==> src/rtl/core/mks_pkg.sv <==
package mks_pkg;

  localparam logic [3:0] NoMatch  = 4'd13;
  localparam logic [2:0] DriveAll = 3'd7;
  localparam logic [2:0] DriveCol0 = 3'd1;
  localparam logic [2:0] DriveCol1 = 3'd2;
  localparam logic [2:0] DriveCol2 = 3'd4;
  localparam logic [15:0] DebounceReset = 16'd30;

  localparam logic [1:0] Col0 = 2'd0;
  localparam logic [1:0] Col1 = 2'd1;
  localparam logic [1:0] Col2 = 2'd2;

  typedef enum logic [5:0] {
    PhIdle     = 6'b000001,
    PhDebounce = 6'b000010,
    PhScan0    = 6'b000100,
    PhScan1    = 6'b001000,
    PhScan2    = 6'b010000,
    PhRelease  = 6'b100000
  } phase_e;

  typedef struct packed {
    logic       valid;
    logic [3:0] rows;
  } row_beat_t;

  typedef struct packed {
    logic [2:0] drive;
    logic       key_valid;
    logic [3:0] code;
  } result_t;

  typedef struct packed {
    logic       hit;
    logic [3:0] code;
  } decode_t;

  // single-row hit on a driven column, per the fixed key layout
  function automatic decode_t decode_col(logic [1:0] col, logic [3:0] rows);
    decode_t    d;
    logic [1:0] r;
    logic       one;
    d   = '{hit: 1'b0, code: 4'd0};
    one = 1'b1;
    r   = 2'd0;
    case (rows)
      4'b0001: r = 2'd0;
      4'b0010: r = 2'd1;
      4'b0100: r = 2'd2;
      4'b1000: r = 2'd3;
      default: one = 1'b0;
    endcase
    if (one) begin
      d.hit = 1'b1;
      case ({col, r})
        {Col0, 2'd0}: d.code = 4'd0;
        {Col0, 2'd1}: d.code = 4'd7;
        {Col0, 2'd2}: d.code = 4'd4;
        {Col0, 2'd3}: d.code = 4'd1;
        {Col1, 2'd0}: d.hit  = 1'b0;
        {Col1, 2'd1}: d.code = 4'd8;
        {Col1, 2'd2}: d.code = 4'd5;
        {Col1, 2'd3}: d.code = 4'd2;
        {Col2, 2'd0}: d.code = 4'd10;
        {Col2, 2'd1}: d.code = 4'd9;
        {Col2, 2'd2}: d.code = 4'd6;
        {Col2, 2'd3}: d.code = 4'd3;
        default:      d.hit  = 1'b0;
      endcase
    end
    return d;
  endfunction

endpackage

==> src/rtl/core/mks_in_reg.sv <==
module mks_in_reg (
  input  logic              clk_i,
  input  logic              rst_ni,
  input  logic              in_valid_i,
  output logic              in_ready_o,
  input  logic [3:0]        row_lines_i,
  input  logic              out_free_i,
  output logic              advance_o,
  output mks_pkg::row_beat_t beat_o
);

  logic       valid_q;
  logic       valid_d;
  logic [3:0] rows_q;

  assign advance_o  = valid_q && out_free_i;
  assign in_ready_o = !valid_q || advance_o;

  always_comb begin
    valid_d = valid_q;
    if (in_ready_o) begin
      valid_d = in_valid_i;
    end
  end

  always_ff @(posedge clk_i or negedge rst_ni) begin
    if (!rst_ni) begin
      valid_q <= 1'b0;
    end else begin
      valid_q <= valid_d;
    end
  end

  always_ff @(posedge clk_i) begin
    if (in_valid_i && in_ready_o) begin
      rows_q <= row_lines_i;
    end
  end

  assign beat_o = '{valid: valid_q, rows: rows_q};

endmodule

==> src/rtl/core/mks_scan_core.sv <==
module mks_scan_core (
  input  logic               clk_i,
  input  logic               rst_ni,
  input  logic               cfg_valid_i,
  input  logic [15:0]        cfg_debounce_ticks_i,
  input  logic               advance_i,
  input  mks_pkg::row_beat_t beat_i,
  output mks_pkg::result_t   result_o
);

  mks_pkg::phase_e phase_q, phase_d;
  logic [15:0]     wait_q, wait_d;
  logic [3:0]      held_q, held_d;
  logic [15:0]     debounce_q;
  logic [15:0]     wait_inc;
  mks_pkg::decode_t dec;
  logic [1:0]      scan_col;

  assign wait_inc = wait_q + 16'd1;

  always_comb begin
    unique case (phase_q)
      mks_pkg::PhScan1: scan_col = mks_pkg::Col1;
      mks_pkg::PhScan2: scan_col = mks_pkg::Col2;
      default:          scan_col = mks_pkg::Col0;
    endcase
  end

  assign dec = mks_pkg::decode_col(scan_col, beat_i.rows);

  always_comb begin
    phase_d  = phase_q;
    wait_d   = wait_q;
    held_d   = held_q;
    result_o = '{drive: mks_pkg::DriveAll, key_valid: 1'b0, code: 4'd0};
    unique case (phase_q)
      mks_pkg::PhDebounce: begin
        wait_d = wait_inc;
        // a wrapped count also ends the wait
        if (wait_inc >= debounce_q || wait_inc == 16'd0) begin
          if (beat_i.rows != 4'd0) begin
            held_d         = mks_pkg::NoMatch;
            phase_d        = mks_pkg::PhScan0;
            result_o.drive = mks_pkg::DriveCol0;
          end else begin
            phase_d = mks_pkg::PhIdle;
          end
        end
      end
      mks_pkg::PhScan0: begin
        if (dec.hit) held_d = dec.code;
        phase_d        = mks_pkg::PhScan1;
        result_o.drive = mks_pkg::DriveCol1;
      end
      mks_pkg::PhScan1: begin
        if (dec.hit) held_d = dec.code;
        phase_d        = mks_pkg::PhScan2;
        result_o.drive = mks_pkg::DriveCol2;
      end
      mks_pkg::PhScan2: begin
        if (dec.hit) held_d = dec.code;
        phase_d = mks_pkg::PhRelease;
      end
      mks_pkg::PhRelease: begin
        if (beat_i.rows == 4'd0) begin
          result_o.key_valid = 1'b1;
          result_o.code      = held_q;
          phase_d            = mks_pkg::PhIdle;
        end
      end
      default: begin
        phase_d = mks_pkg::PhIdle;
        if (beat_i.rows != 4'd0) begin
          wait_d  = 16'd0;
          phase_d = mks_pkg::PhDebounce;
        end
      end
    endcase
  end

  always_ff @(posedge clk_i or negedge rst_ni) begin
    if (!rst_ni) begin
      phase_q    <= mks_pkg::PhIdle;
      wait_q     <= 16'd0;
      held_q     <= mks_pkg::NoMatch;
      debounce_q <= mks_pkg::DebounceReset;
    end else begin
      if (cfg_valid_i) begin
        debounce_q <= cfg_debounce_ticks_i;
      end
      if (advance_i) begin
        phase_q <= phase_d;
        wait_q  <= wait_d;
        held_q  <= held_d;
      end
    end
  end

endmodule

==> src/rtl/core/mks_out_reg.sv <==
module mks_out_reg (
  input  logic             clk_i,
  input  logic             rst_ni,
  input  logic             advance_i,
  input  mks_pkg::result_t result_i,
  output logic             out_free_o,
  output logic             out_valid_o,
  input  logic             out_ready_i,
  output logic [2:0]       column_drive_o,
  output logic             key_valid_o,
  output logic [3:0]       key_code_o
);

  logic             valid_q, valid_d;
  mks_pkg::result_t res_q;

  assign out_free_o = !valid_q || out_ready_i;

  always_comb begin
    valid_d = valid_q;
    if (advance_i) begin
      valid_d = 1'b1;
    end else if (out_ready_i) begin
      valid_d = 1'b0;
    end
  end

  always_ff @(posedge clk_i or negedge rst_ni) begin
    if (!rst_ni) begin
      valid_q <= 1'b0;
    end else begin
      valid_q <= valid_d;
    end
  end

  always_ff @(posedge clk_i) begin
    if (advance_i) begin
      res_q <= result_i;
    end
  end

  assign out_valid_o    = valid_q;
  assign column_drive_o = res_q.drive;
  assign key_valid_o    = res_q.key_valid;
  assign key_code_o     = res_q.code;

endmodule

==> src/rtl/core/matrix_keypad_scanner_unit.sv <==
// 3x4 keypad scanner: each beat on the input channel is one scan tick carrying the
// sampled row lines, and yields exactly one result beat with the column drive for
// the next tick, a key-valid flag and the key code (0..10, or 13 when no single-row
// hit was seen). One beat is taken every cycle when the output side keeps up; a
// result passes through the input register and then the result register, with
// the scan state updated as the beat moves between them. The debounce length is
// written through the config channel, which is always ready and should be used
// only while no beat is in flight.
module matrix_keypad_scanner_unit (
  input  logic        clk_i,
  input  logic        rst_ni,
  input  logic        cfg_valid_i,
  output logic        cfg_ready_o,
  input  logic [15:0] cfg_debounce_ticks_i,
  input  logic        in_valid_i,
  output logic        in_ready_o,
  input  logic [3:0]  row_lines_i,
  output logic        out_valid_o,
  input  logic        out_ready_i,
  output logic [2:0]  column_drive_o,
  output logic        key_valid_o,
  output logic [3:0]  key_code_o
);

  logic               advance;
  logic               out_free;
  mks_pkg::row_beat_t beat;
  mks_pkg::result_t   result;

  assign cfg_ready_o = 1'b1;

  mks_in_reg u_in (
    .clk_i       (clk_i),
    .rst_ni      (rst_ni),
    .in_valid_i  (in_valid_i),
    .in_ready_o  (in_ready_o),
    .row_lines_i (row_lines_i),
    .out_free_i  (out_free),
    .advance_o   (advance),
    .beat_o      (beat)
  );

  mks_scan_core u_core (
    .clk_i                (clk_i),
    .rst_ni               (rst_ni),
    .cfg_valid_i          (cfg_valid_i),
    .cfg_debounce_ticks_i (cfg_debounce_ticks_i),
    .advance_i            (advance),
    .beat_i               (beat),
    .result_o             (result)
  );

  mks_out_reg u_out (
    .clk_i          (clk_i),
    .rst_ni         (rst_ni),
    .advance_i      (advance),
    .result_i       (result),
    .out_free_o     (out_free),
    .out_valid_o    (out_valid_o),
    .out_ready_i    (out_ready_i),
    .column_drive_o (column_drive_o),
    .key_valid_o    (key_valid_o),
    .key_code_o     (key_code_o)
  );

endmodule

==> config.mk <==
export PLATFORM = sky130hd
export DESIGN_NAME = matrix_keypad_scanner_unit
export DESIGN_NICKNAME = d
export VERILOG_FILES = /design/src/rtl/core/mks_pkg.sv /design/src/rtl/core/mks_in_reg.sv /design/src/rtl/core/mks_scan_core.sv /design/src/rtl/core/mks_out_reg.sv /design/src/rtl/core/matrix_keypad_scanner_unit.sv
export SDC_FILE = /design/constraint.sdc
export NUM_CORES = 1
export LEC_CHECK = 0
export ABC_AREA = 1
export BUFFER_PORTS_ARGS = -buffer_cell sky130_fd_sc_hd__buf_2
export CAP_MARGIN = 20
export CORE_MARGIN = 2
export CORE_UTILIZATION = 50
export DETAILED_ROUTE_END_ITERATION = 6
export PLACE_DENSITY = 0.7
export SYNTH_ARGS = -nofsm -noshare
export SYNTH_HDL_FRONTEND = slang
export SYNTH_HIERARCHICAL = 1
export SYNTH_SLANG_ARGS = --single-unit
==> constraint.sdc <==
create_clock -name clk_i -period 3.91 [get_ports clk_i]
set_input_delay 0.782 -clock clk_i [delete_from_list [all_inputs] [get_ports clk_i]]
set_output_delay 0.782 -clock clk_i [all_outputs]
set_load 0.01 [all_outputs]
==> metrics.md <==
| Metric | Value |
|---|---|
| Status | finished, final reports clean |
| Die Ht | 84.77 µm |
| Routed WL | 6561 µm |
| Total congestion overflow | 0 |
| Slew Limit Fails | 0 |
| VDD IR max | ~0.00032 V |
| FF-to-FF setup slack | around 1100 ps |
| Nature of the critical path endpoint | flop |
| First-pass GRT wire length | between 10,000 and 15,000 µm |
| DR vias/cell | 5.153 |
| Most common cell after layout, fill and taps aside | nand2_1 |
| Mapped Area | approximately 3300 µm² |
| Layout net count | between 500 and 600 |
| Most frequent cells in the layout | nand2_1, inv_1, dfrtp_1, buf_2, nor2_1 |
| Clk_lat worst skew | between 300 and 400 ps |
| RePlAce Congestion | 0.9017 |
| Die ar. | 7186 µm² |
| DR vias | 2,762 |
| IO Pins | 36 |
| P_leak | roughly 1.9 nW |
| CP Max Fanout | 12 |
| Post-CTS sizing | 0 |
| Slew Limit Headroom | between 60% and 70% |
| Worst EP arrival | slightly above 3000 ps |
| YS warnings | 6 |
| Clk pin slew, worst setup/hold paths | 100 ps |
| Worst-case clock buffer depth | 2 |
| DRC viols | 0 |
| Clk_skew | 8.198 ps |
| Cell count of the worst reg-to-reg path | 14 |
| Cells after synthesis | between 400 and 500 |
| Post-Layout Inst Area | 3640 µm² |
| Crit Reg-Reg Endpoint | u_core/phase_q[2] |
| Setup WS post-layout | between 1000 and 1500 ps |
| Max Clk Rate | between 300 and 400 MHz |
| Initial antenna violation count | 0 |
| TritonCTS clock tree | yes |
| RSZ-0062 raised after global routing | no |
| Post-Route Setup TNS | 0 ps |
| Post-DRT Antenna Nets | 0 |
| Synth Area per Inst | between 7 and 8 µm² |
| Rows | 29 |
| Post-DP HPWL | between 5000 and 6000 µm |
| Layout overhead on the synthesized area | 11.58% |
| Hold WC Path Type | input pin to async pin |
| Worst setup SP type | flop |
| Die Width | 84.77 µm |
| WHS | just under 400 ps |
| GRT Overall Usage | approximately a fifth |
| Minimum clock period | 2802 ps |
| WL/cell | approximately 12 µm |
| Root buf cell | clkbuf_8 |
| CORE AREA | approximately 6300 µm² |
| Worst slew pin tran | 578.6 ps |
| Final setup fails | 0 |
| Overall Power | approximately 1.7 mW |
| # Post-CTS Setup Buffers | 0 |
| Max Cap Viol | 0 |
| WS Path Type | flop to flop |
| Vias in the first global route | ~2,700 |
| H-tree depth | 2 |
| Syn_nets | about 470 |
| Layout cells sized above 1 | approximately 15% |
| Hold buffers post-CTS | 0 |
| Final period utilization | between 70 and 80% |
| Initial DRC count | 149 |
| Total CTS buffers | 5 |
| Pre-CTS setup slack | 1149 ps |
| Cell count after placement | about 530 |
| Largest net degree at the start of global routing | between 40 and 50 |
| Clock net sink count | 56 |
| Placed Area | roughly 3500 µm² |
| Port Buffers | 34 |
| Core Util, Final | roughly 58% |
| Ant. Diodes | 0 |
| PwrDens | 471.8 nW/µm² |
| Non-Filler Instances | around 540 |
| R2r startpoint | u_core/wait_q[0] |
| Initial core utilization | roughly 52% |
| DRT Pass-1 Iters | 4 |
| Hold Fails Final Rpt | 0 |
| CP required | ~4200 ps |
==> power by group <==
part	internal (mW)	switching (mW)	leakage [nW]	total, mW
sequential	0.705	0.0516	0.669	0.756
combinational	0.161	0.350	1.15	0.511
clock	0.258	0.192	0.0687	0.450
==> worst max-delay path, cell delays in order, from the launching register on <==
cell	delay (ps)
dfrtp_1	460
ha_1	250
nand3_1	150
nor2_1	210
nand4_1	110
nand2_1	130
inv_1	60
ha_1	280
nand2_1	60
o21ai_0	80
nor3_1	220
nand3_2	280
nand3_1	290
nand2_1	90
nand2_1	70
==> how the worst max path moves through the flow <==
stage | startpoint | end | slack, ps | depth (start not counted)
final | u_core/wait_q[0] | u_core/phase_q[2] | 1110 | 14
after global routing | u_core/wait_q[0] | u_core/phase_q[4] | 730 | 14
after CTS | u_core/wait_q[0] | u_core/phase_q[2] | 1130 | 14
after detailed placement | u_core/wait_q[0] | u_core/phase_q[2] | 1150 | 14
after global placement | u_core/wait_q[0] | u_core/phase_q[0] | 1210 | 14
after floorplan | u_core/wait_q[0] | u_out/column_drive_o[2] | 1560 | 15
==> final cells by class <==
type                       instances  area, µm²
clock inverter                     3      68.82
tap                               77      96.34
multi-input combinational        286       1466
inverter                          74      277.8
timing repair buffer              35      190.2
clock buffer                       5      68.82
fill                             574       2674
sequential                        56       1471
==> flip-flops by register name, indices dropped and copies added, names as in the netlist <==
signal / flops
u_core/phase_q: 6
u_out/key_code_o: 4
u_out/out_valid_o: 1
u_out/key_valid_o: 1
u_in/rows_q: 4
u_core/debounce_q: 16
u_out/column_drive_o: 3
u_in/valid_q: 1
u_core/held_q: 4
u_core/wait_q: 16
==> metal layers <==
layer	routed length [µm]	track usage [%]	up-vias
met4	88	7.071	0
met5	0	0	-
li1	-	-	1424
met1	3284	28.98	1258
met3	350	3.638	6
met2	2838	30.99	74
Note: power is estimated with default switching activity, not from simulation.
